[src/rtl/polynomial_add_sub_multiply_core_defines.svh]
// Assertion macros shared by the polynomial add, subtract and multiply core
`ifndef POLYNOMIAL_ADD_SUB_MULTIPLY_CORE_DEFINES_SVH
`define POLYNOMIAL_ADD_SUB_MULTIPLY_CORE_DEFINES_SVH

`ifndef SYNTHESIS
`define PASM_ASSERT(label, prop) \
    label: assert property (@(posedge i_clk) disable iff (!i_rst_n) prop) \
        else $error("pasm assertion failed");
`define PASM_ASSERT_ALWAYS(label, prop) \
    label: assert property (@(posedge i_clk) prop) \
        else $error("pasm assertion failed");
`else
`define PASM_ASSERT(label, prop)
`define PASM_ASSERT_ALWAYS(label, prop)
`endif

`endif

[src/rtl/pasm_pkg.sv]
// Package: widths, action codes and microcode table of the polynomial core
`timescale 1ns / 1ps

package pasm_pkg;

    localparam int MAX_DEGREE = 10;
    localparam int N_COEF     = MAX_DEGREE + 1;

    localparam int ACT_W   = 3;
    localparam int IDX_W   = 4;
    localparam int COEF_W  = 16;
    localparam int OPOW_W  = 5;
    localparam int ACC_W   = 36;
    localparam int PROD_W  = 2 * COEF_W;
    localparam int UPC_W   = 3;

    localparam int S_TDATA_W = 24;
    localparam int M_TDATA_W = 48;

    localparam logic [ACT_W-1:0] ACT_LOAD_A = 3'd0;
    localparam logic [ACT_W-1:0] ACT_LOAD_B = 3'd1;
    localparam logic [ACT_W-1:0] ACT_ADD    = 3'd2;
    localparam logic [ACT_W-1:0] ACT_SUB    = 3'd3;
    localparam logic [ACT_W-1:0] ACT_MUL    = 3'd4;

    typedef logic [UPC_W-1:0] t_upc;

    localparam t_upc PC_FETCH    = 3'd0;
    localparam t_upc PC_ADDSUB   = 3'd1;
    localparam t_upc PC_MUL_INIT = 3'd2;
    localparam t_upc PC_MUL_MAC  = 3'd3;
    localparam t_upc PC_MUL_DRN  = 3'd4;
    localparam t_upc PC_MUL_OUT  = 3'd5;

    typedef enum logic [1:0] {
        J_NEXT     = 2'd0,
        J_DISPATCH = 2'd1,
        J_ILOOP    = 2'd2,
        J_KLOOP    = 2'd3
    } t_jcond;

    typedef struct packed {
        logic   ready;
        logic   acc_init;
        logic   mac;
        logic   drain;
        logic   out_wr;
        logic   out_mul;
        t_jcond jcond;
        t_upc   target;
    } t_uword;

    function automatic t_uword urom(input t_upc pc);
        t_uword w;
        w = '0;
        w.jcond  = J_NEXT;
        w.target = PC_FETCH;
        unique case (pc)
            PC_FETCH: begin
                w.ready  = 1'b1;
                w.jcond  = J_DISPATCH;
                w.target = PC_ADDSUB;
            end
            PC_ADDSUB: begin
                w.out_wr = 1'b1;
                w.jcond  = J_KLOOP;
                w.target = PC_ADDSUB;
            end
            PC_MUL_INIT: begin
                w.acc_init = 1'b1;
            end
            PC_MUL_MAC: begin
                w.mac    = 1'b1;
                w.jcond  = J_ILOOP;
                w.target = PC_MUL_DRN;
            end
            PC_MUL_DRN: begin
                w.drain = 1'b1;
            end
            PC_MUL_OUT: begin
                w.out_wr  = 1'b1;
                w.out_mul = 1'b1;
                w.jcond   = J_KLOOP;
                w.target  = PC_MUL_INIT;
            end
            default: begin
                w.jcond  = J_KLOOP;
                w.target = PC_FETCH;
            end
        endcase
        return w;
    endfunction

endpackage

[src/rtl/polynomial_add_sub_multiply_core.sv]
// Top level: microcoded polynomial add, subtract and multiply core
// Load beats are accepted in the fetch state and give no result.
// Add and subtract: accepted in fetch, then one result beat a cycle while the sink takes them, max(d1,d2)+1 beats.
// Multiply: per result coefficient k, an init step, n(k) multiply-accumulate steps, a drain step and an output step;
// up to 121 products at degree 10, all through the one shared MAC step.
// Results sit in an output register; a stalled sink holds the sequencer.
// Synchronous active-low reset clears both polynomials, both degrees and the sequencer.
`timescale 1ns / 1ps

`include "polynomial_add_sub_multiply_core_defines.svh"

module polynomial_add_sub_multiply_core (
    input  logic                             i_clk,
    input  logic                             i_rst_n,
    input  logic                             s_axis_tvalid,
    output logic                             s_axis_tready,
    // power [3:0], value [19:4], zero fill [23:20]
    input  logic [pasm_pkg::S_TDATA_W-1:0]   s_axis_tdata,
    // action [2:0]
    input  logic [pasm_pkg::ACT_W-1:0]       s_axis_tuser,
    input  logic                             s_axis_tlast,
    output logic                             m_axis_tvalid,
    input  logic                             m_axis_tready,
    // out_power [4:0], out_value [40:5], zero fill [47:41]
    output logic [pasm_pkg::M_TDATA_W-1:0]   m_axis_tdata,
    output logic                             m_axis_tlast
);

    logic signed [pasm_pkg::COEF_W-1:0] r_fa [pasm_pkg::N_COEF];
    logic signed [pasm_pkg::COEF_W-1:0] r_sb [pasm_pkg::N_COEF];
    logic [pasm_pkg::IDX_W-1:0]         r_d1;
    logic [pasm_pkg::IDX_W-1:0]         r_d2;

    pasm_pkg::t_upc                     r_pc;
    pasm_pkg::t_upc                     n_pc;
    pasm_pkg::t_uword                   w_ctl;

    logic                               r_mul;
    logic                               r_sub;
    logic [pasm_pkg::OPOW_W-1:0]        r_k;
    logic [pasm_pkg::IDX_W-1:0]         r_i;
    logic signed [pasm_pkg::PROD_W-1:0] r_prod;
    logic                               r_pv;
    logic signed [pasm_pkg::ACC_W-1:0]  r_acc;

    logic                               r_ovld;
    logic [pasm_pkg::OPOW_W-1:0]        r_opow;
    logic signed [pasm_pkg::ACC_W-1:0]  r_oval;
    logic                               r_olast;

    logic [pasm_pkg::ACT_W-1:0]         w_act;
    logic [pasm_pkg::IDX_W-1:0]         w_pow;
    logic signed [pasm_pkg::COEF_W-1:0] w_val;
    logic                               w_in_acc;
    logic                               w_cmp_acc;
    logic                               w_ld_ok;

    logic [pasm_pkg::OPOW_W-1:0]        w_d1x;
    logic [pasm_pkg::OPOW_W-1:0]        w_d2x;
    logic [pasm_pkg::OPOW_W-1:0]        w_top;
    logic [pasm_pkg::OPOW_W-1:0]        w_lo;
    logic [pasm_pkg::IDX_W-1:0]         w_hi;
    logic [pasm_pkg::OPOW_W-1:0]        w_j;
    logic signed [pasm_pkg::COEF_W-1:0] w_a;
    logic signed [pasm_pkg::COEF_W-1:0] w_b;
    logic signed [pasm_pkg::ACC_W-1:0]  w_addsub;
    logic signed [pasm_pkg::ACC_W-1:0]  w_pext;
    logic                               w_out_free;
    logic                               w_adv;

    assign w_act = s_axis_tuser;
    assign w_pow = s_axis_tdata[3:0];
    assign w_val = s_axis_tdata[19:4];

    assign w_ctl         = pasm_pkg::urom(r_pc);
    assign s_axis_tready = w_ctl.ready;
    assign w_in_acc      = s_axis_tvalid && s_axis_tready;
    assign w_cmp_acc     = w_in_acc && ((w_act == pasm_pkg::ACT_ADD) ||
                           (w_act == pasm_pkg::ACT_SUB) || (w_act == pasm_pkg::ACT_MUL));
    assign w_ld_ok       = {1'b0, w_pow} <= pasm_pkg::OPOW_W'(pasm_pkg::MAX_DEGREE);

    assign w_d1x = {1'b0, r_d1};
    assign w_d2x = {1'b0, r_d2};
    assign w_top = r_mul ? (w_d1x + w_d2x) : ((r_d1 > r_d2) ? w_d1x : w_d2x);
    assign w_lo  = (r_k > w_d2x) ? (r_k - w_d2x) : '0;
    assign w_hi  = (r_k < w_d1x) ? r_k[pasm_pkg::IDX_W-1:0] : r_d1;
    assign w_j   = r_k - {1'b0, r_i};

    always_comb begin
        w_a = '0;
        w_b = '0;
        if (r_k <= w_d1x) begin
            w_a = r_fa[r_k[pasm_pkg::IDX_W-1:0]];
        end
        if (r_k <= w_d2x) begin
            w_b = r_sb[r_k[pasm_pkg::IDX_W-1:0]];
        end
    end

    assign w_addsub = r_sub ?
        (pasm_pkg::ACC_W'(w_a) - pasm_pkg::ACC_W'(w_b)) :
        (pasm_pkg::ACC_W'(w_a) + pasm_pkg::ACC_W'(w_b));
    assign w_pext   = pasm_pkg::ACC_W'(r_prod);

    assign w_out_free = !r_ovld || m_axis_tready;
    assign w_adv      = !(w_ctl.out_wr && !w_out_free);

    always_comb begin
        n_pc = r_pc;
        unique case (w_ctl.jcond)
            pasm_pkg::J_NEXT: begin
                n_pc = pasm_pkg::t_upc'(r_pc + 1'b1);
            end
            pasm_pkg::J_DISPATCH: begin
                if (w_cmp_acc) begin
                    n_pc = (w_act == pasm_pkg::ACT_MUL) ? pasm_pkg::PC_MUL_INIT : w_ctl.target;
                end
            end
            pasm_pkg::J_ILOOP: begin
                if (r_i == w_hi) begin
                    n_pc = w_ctl.target;
                end
            end
            pasm_pkg::J_KLOOP: begin
                if (w_adv) begin
                    n_pc = (r_k == w_top) ? pasm_pkg::PC_FETCH : w_ctl.target;
                end
            end
            default: begin
                n_pc = pasm_pkg::PC_FETCH;
            end
        endcase
    end

    always_ff @(posedge i_clk) begin
        if (!i_rst_n) begin
            r_pc <= pasm_pkg::PC_FETCH;
        end else begin
            r_pc <= n_pc;
        end
    end

    always_ff @(posedge i_clk) begin
        if (!i_rst_n) begin
            r_d1 <= '0;
            r_d2 <= '0;
            for (int q = 0; q < pasm_pkg::N_COEF; q++) begin
                r_fa[q] <= '0;
                r_sb[q] <= '0;
            end
        end else if (w_in_acc && w_ld_ok) begin
            if (w_act == pasm_pkg::ACT_LOAD_A) begin
                for (int q = 0; q < pasm_pkg::N_COEF; q++) begin
                    if (pasm_pkg::IDX_W'(q) == w_pow) begin
                        r_fa[q] <= w_val;
                    end else if (s_axis_tlast && (pasm_pkg::IDX_W'(q) > w_pow)) begin
                        r_fa[q] <= '0;
                    end
                end
                if (s_axis_tlast) begin
                    r_d1 <= w_pow;
                end
            end else if (w_act == pasm_pkg::ACT_LOAD_B) begin
                for (int q = 0; q < pasm_pkg::N_COEF; q++) begin
                    if (pasm_pkg::IDX_W'(q) == w_pow) begin
                        r_sb[q] <= w_val;
                    end else if (s_axis_tlast && (pasm_pkg::IDX_W'(q) > w_pow)) begin
                        r_sb[q] <= '0;
                    end
                end
                if (s_axis_tlast) begin
                    r_d2 <= w_pow;
                end
            end
        end
    end

    always_ff @(posedge i_clk) begin
        if (w_cmp_acc) begin
            r_k   <= '0;
            r_mul <= (w_act == pasm_pkg::ACT_MUL);
            r_sub <= (w_act == pasm_pkg::ACT_SUB);
        end else if (w_ctl.out_wr && w_adv) begin
            r_k <= r_k + 1'b1;
        end
        if (w_ctl.acc_init) begin
            r_i   <= w_lo[pasm_pkg::IDX_W-1:0];
            r_acc <= '0;
        end
        if (w_ctl.mac) begin
            r_i    <= r_i + 1'b1;
            r_prod <= r_fa[r_i] * r_sb[w_j[pasm_pkg::IDX_W-1:0]];
            if (r_pv) begin
                r_acc <= r_acc + w_pext;
            end
        end
        if (w_ctl.drain) begin
            r_acc <= r_acc + w_pext;
        end
    end

    always_ff @(posedge i_clk) begin
        if (!i_rst_n) begin
            r_pv <= 1'b0;
        end else if (w_ctl.acc_init) begin
            r_pv <= 1'b0;
        end else if (w_ctl.mac) begin
            r_pv <= 1'b1;
        end
    end

    always_ff @(posedge i_clk) begin
        if (!i_rst_n) begin
            r_ovld <= 1'b0;
        end else if (w_ctl.out_wr && w_out_free) begin
            r_ovld <= 1'b1;
        end else if (m_axis_tready) begin
            r_ovld <= 1'b0;
        end
    end

    always_ff @(posedge i_clk) begin
        if (w_ctl.out_wr && w_out_free) begin
            r_opow  <= r_k;
            r_oval  <= w_ctl.out_mul ? r_acc : w_addsub;
            r_olast <= (r_k == w_top);
        end
    end

    assign m_axis_tvalid = r_ovld;
    assign m_axis_tdata  = {7'd0, r_oval, r_opow};
    assign m_axis_tlast  = r_olast;

    `PASM_ASSERT(a_mac_in_bounds, (r_pc == pasm_pkg::PC_MUL_MAC) |-> (r_i <= w_hi))
    `PASM_ASSERT(a_k_in_bounds, (r_pc != pasm_pkg::PC_FETCH) |-> (r_k <= w_top))
    `PASM_ASSERT(a_compute_leaves_fetch, w_cmp_acc |=> (r_pc != pasm_pkg::PC_FETCH))
    `PASM_ASSERT_ALWAYS(a_ready_only_in_fetch, s_axis_tready |-> (r_pc == pasm_pkg::PC_FETCH))

endmodule

[config.mk]
export PLATFORM = sky130hd
export DESIGN_NAME = polynomial_add_sub_multiply_core
export DESIGN_NICKNAME = d
export VERILOG_FILES = /design/src/rtl/pasm_pkg.sv /design/src/rtl/polynomial_add_sub_multiply_core.sv
export VERILOG_INCLUDE_DIRS = /design/src /design/src/rtl
export SDC_FILE = /design/constraint.sdc
export NUM_CORES = 2
export LEC_CHECK = 0
export ABC_AREA = 1
export BUFFER_PORTS_ARGS = -buffer_cell sky130_fd_sc_hd__buf_2
export CORE_MARGIN = 5
export CORE_UTILIZATION = 40
export DETAILED_ROUTE_END_ITERATION = 10
export PLACE_DENSITY = 0.6
export RECOVER_POWER = 100
export SYNTH_ARGS = -nofsm -noshare
export SYNTH_HDL_FRONTEND = slang
export SYNTH_SLANG_ARGS = --single-unit
[constraint.sdc]
create_clock -name i_clk -period 13.1 [get_ports i_clk]
set_clock_uncertainty 0.2 [all_clocks]
set_input_delay 2.62 -clock i_clk [delete_from_list [all_inputs] [get_ports i_clk]]
set_output_delay 2.62 -clock i_clk [all_outputs]
set_load 0.05 [all_outputs]
==> out/metrics.csv <==
stage;metric;value;unit
clock_network;postcts setup bufs;0;
setup_path;crit-path most repeated cell;fa_1;
clock_network;TritonCTS clock tree;done;
setup_path;Worst R2R Setup Slack;2.34;ns
floorplanning;Die H;320;um
floorplanning;Core Area;0.0952;sq mm
hold_path;Hold Path End;r_acc[3];
sta;RSZ-0062 raised after global routing;false;
outcome;failing checks;max-capacitance violations, max-slew violations;
global_route;initial antenna violation count;0;
sta;final setup vio count;0;
yosys;syn avg cell area;8.30;sq um
yosys;Ys Warns;0;
yosys;top post-synthesis cells by area;edfxtp_1 (34%), fa_1 (14%), nand2_1 (7.9%);
sta;worst-margin pin slew;3.15;ns
placement;port buffer count;71;
setup_path;CP max stage delay;1.95;ns
setup_path;crit path DAT;10.91;ns
setup_path;Crit Path Class;reg2reg;
floorplanning;Die Width;320;um
sta;Slew headroom;-110;%
flow_run;max_cap viols;7;
setup_path;crit-path leading delay family;adder cells;
sta;Tmin final;10.76;ns
finish;multi-input logic area;0.0206;sq mm
routing;DRT iter0 DRCs;3268;
finish;# diodes;0;
clock_network;CTS buffer count;53;
yosys;Adder-Cell Fraction of Synth Area;19.1;%
setup_path;element type at the critical path end;flip-flop;
global_route;GRT overflow;0;
placement;Final HPWL DP;84600;um
yosys;number of synthesized flops with an enable pin;432;
yosys;xor/xnor share of the synthesized area;2.10;%
hold_path;Hold Crit Class;reg2reg;
global_route;M3 GR Usage;4.29;%
floorplanning;full die area;0.102;sq mm
yosys;Synth Area in Simple Gates;19.6;%
yosys;post-synth top area share;33.8;%
floorplanning;I/O pin cnt;83;
finish;Filler Cell Count;9543;
yosys;mux contribution to synthesized area;0.421;%
clock_network;# resized after CTS;0;
clock_network;CTS Sinks;494;
clock_network;clock slew seen by the registers of the worst setup and hold paths;0.06;ns
yosys;register area share after synthesis;37.0;%
global_route;pin count of the biggest net entering global routing;82;
yosys;Syn Inst Count;4623;
routing;vias post-DR;32000;
setup_path;Crit path required time;13.25;ns
yosys;Synth Flop Type;edfxtp_1;
yosys;register bit total from synthesis;494;
global_route;GR Layer Usage met2;35.8;%
routing;vias per inst;5.43;
placement;Final GP Congestion;0.911;
global_route;vias in the first global route;31000;
global_route;first-pass GRT wire length;185000;um
setup_path;FF-to-FF path depth;26;
yosys;Synth Area in Compound Gates;12.4;%
sta;post-route setup TNS;0;ns
hold_path;Worst Hold Depth;2;
global_route;GRT Max-Usage Layer;met2;
yosys;combinational family with the most area after synthesis;simple AND/OR/NAND/NOR gates;
finish;net total in the final layout;5043;
setup_path;Worst Setup Start Kind;flip-flop;
outcome;status;complete, but fails checks;
clock_network;CTS Hold Bufs;0;
global_route;met1 Usage GRT;33.1;%
clock_network;CTS Root Cell;clkbuf_16;
yosys;cell type with the largest total area after synthesis;edfxtp_1;
sta;FMAX;92.9;MHz
clock_network;H-tree levels;2;
routing;final wirelength;121000;um
yosys;Syn Std Cell Area;0.0384;sq mm
floorplanning;row count;113;
routing;DRT antenna net count;0;
global_route;All-Layer GR Usage;23.1;%
routing;DRT Pass-1 Iters;6;
clock_network;worst skew pair latency;0.64;ns
setup_path;RR Endpoint;r_prod[27];
floorplanning;Initial Util;40.3;%
setup_path;Critical Path Fanout Max;53;
yosys;Distinct cells, synth;63;
hold_path;HP Start;r_acc[3];
finish;Reg area;0.0142;sq mm
setup_path;worst r2r src;r_k[0];
finish;P&R area growth vs syn;7.41;%
routing;Residual DRC;0;
setup_path;WP buf/inv;4;
sta;max-slew violations;327;
sta;fin crit share;82.2;%
yosys;async set or reset register ratio after synthesis;0;%
finish;layout cells sized above 1;4.32;%
setup_path;CP max-delay cell;clkbuf_1;
sta;Final Hold Fails;0;
routing;drt wl/cell;20.5;um
clock_network;Longest Clk Path Bufs;3;
==> cells in the final DEF, fill, tap and decap left out, types with 7 or more instances in the layout <==
cell type	instances
buf_2	25
a221oi_1	17
nor3_1	27
clkinv_1	29
nor2_1	731
o21ai_1	24
conb_1	7
a32o_1	20
nand3_1	211
a311oi_1	11
o21ai_0	344
edfxtp_1	432
buf_4	32
a21oi_1	338
xor2_1	53
clkbuf_1	84
clkbuf_16	54
dfxtp_1	60
a31oi_1	13
fa_1	266
o21bai_1	10
a211oi_1	19
nand2_1	809
mux2i_1	15
nand4_1	15
o211ai_1	22
ha_1	159
nand3_2	12
nand2_2	22
xnor2_1	38
inv_1	635
inv_2	8
==> flip-flops by register name (all words and copies together) (netlist names), 3 cells and up, named ones only <==
| name | count |
|---|---|
| r_d2 | 4 |
| r_pc | 3 |
| r_sb | 176 |
| r_prod | 32 |
| r_fa | 176 |
| r_acc | 36 |
| r_opow | 5 |
| r_i | 4 |
| r_oval | 36 |
| r_k | 5 |
| r_d1 | 4 |
==> kinds of logic after synthesis <==
family	count (synthesis)
flip-flops	494
XOR/XNOR	92
AND/OR/NAND/NOR	1850
multiplexers	16
AO/OA/AOI/OAI	855
other	1
buffers and inverters	888
adder cells (fa/ha/maj)	427
==> tightest hold or removal path: cells and delay by family, from the launching register on <==
family / cells / cell delay, ns
DFF: 1 / 0.32
and+or+nand+nor: 2 / 0.13
==> how the worst max path moves through the flow <==
stage	endpoint	slack, ns	from	cells past startpoint
2_1_floorplan	r_prod[31]	5.62	r_k[0]	27
3_3_place_gp	r_prod[29]	3.77	r_k[0]	28
3_5_place_dp	r_prod[29]	3.68	r_k[0]	28
4_1_cts	r_prod[29]	3.67	r_k[0]	28
5_1_grt	r_prod[27]	1.75	r_k[0]	26
6_report	r_prod[27]	2.34	r_k[0]	26
==> through the flow <==
| step | std cells | hold slack (ns) | util (%) | instance area (sq um) | setup WS (ns) |
|---|---|---|---|---|---|
| floorplan | 4629 | 0.267 | - | 38400 | 5.62 |
| global placement | 5794 | 0.281 | 41.8 | 39800 | 3.77 |
| detailed placement | 5794 | 0.292 | 41.8 | 39800 | 3.68 |
| CTS | 5893 | 0.303 | 43.6 | 41400 | 3.67 |
| global route | 5893 | 0.333 | 43.3 | 41200 | 1.75 |
| finish | 5893 | 0.300 | 43.3 | 41200 | 2.34 |
==> synthesized netlist by cell type (17+ instances only) <==
cell and instances:
nand2_1 809, ha_1 160, edfxtp_1 432, nor3_1 26
buf_2 60, o211ai_1 22, nand3_1 209, o21ai_0 346
o21ai_1 22, xnor2_1 38, fa_1 267, a221oi_1 17
dfxtp_1 62, a32o_1 20, nand2_2 22, nor2_1 728
a21oi_1 338, a211oi_1 19, xor2_1 54, inv_1 634
clkbuf_1 131
==> cell type report <==
class                      count  share of cell area [%]
clock buffer                  62                    3.35
clock inverter                37                   0.750
inverter                     655                    5.98
multi-input combinational   3247                    50.0
sequential                   494                    34.5
tap                         1265                    3.84
timing repair buffer         133                    1.58
==> per-layer routing <==
metal / vias up / part of all wire (%)
li1: 15000 / -
met1: 15300 / 43
met2: 1459 / 44
met3: 213 / 10
met4: 0 / 3.4
met5: - / 0
Power is left out: the tool's default activity adds up to more than one toggle a clock period on the data nets, which glitch-free logic cannot reach.
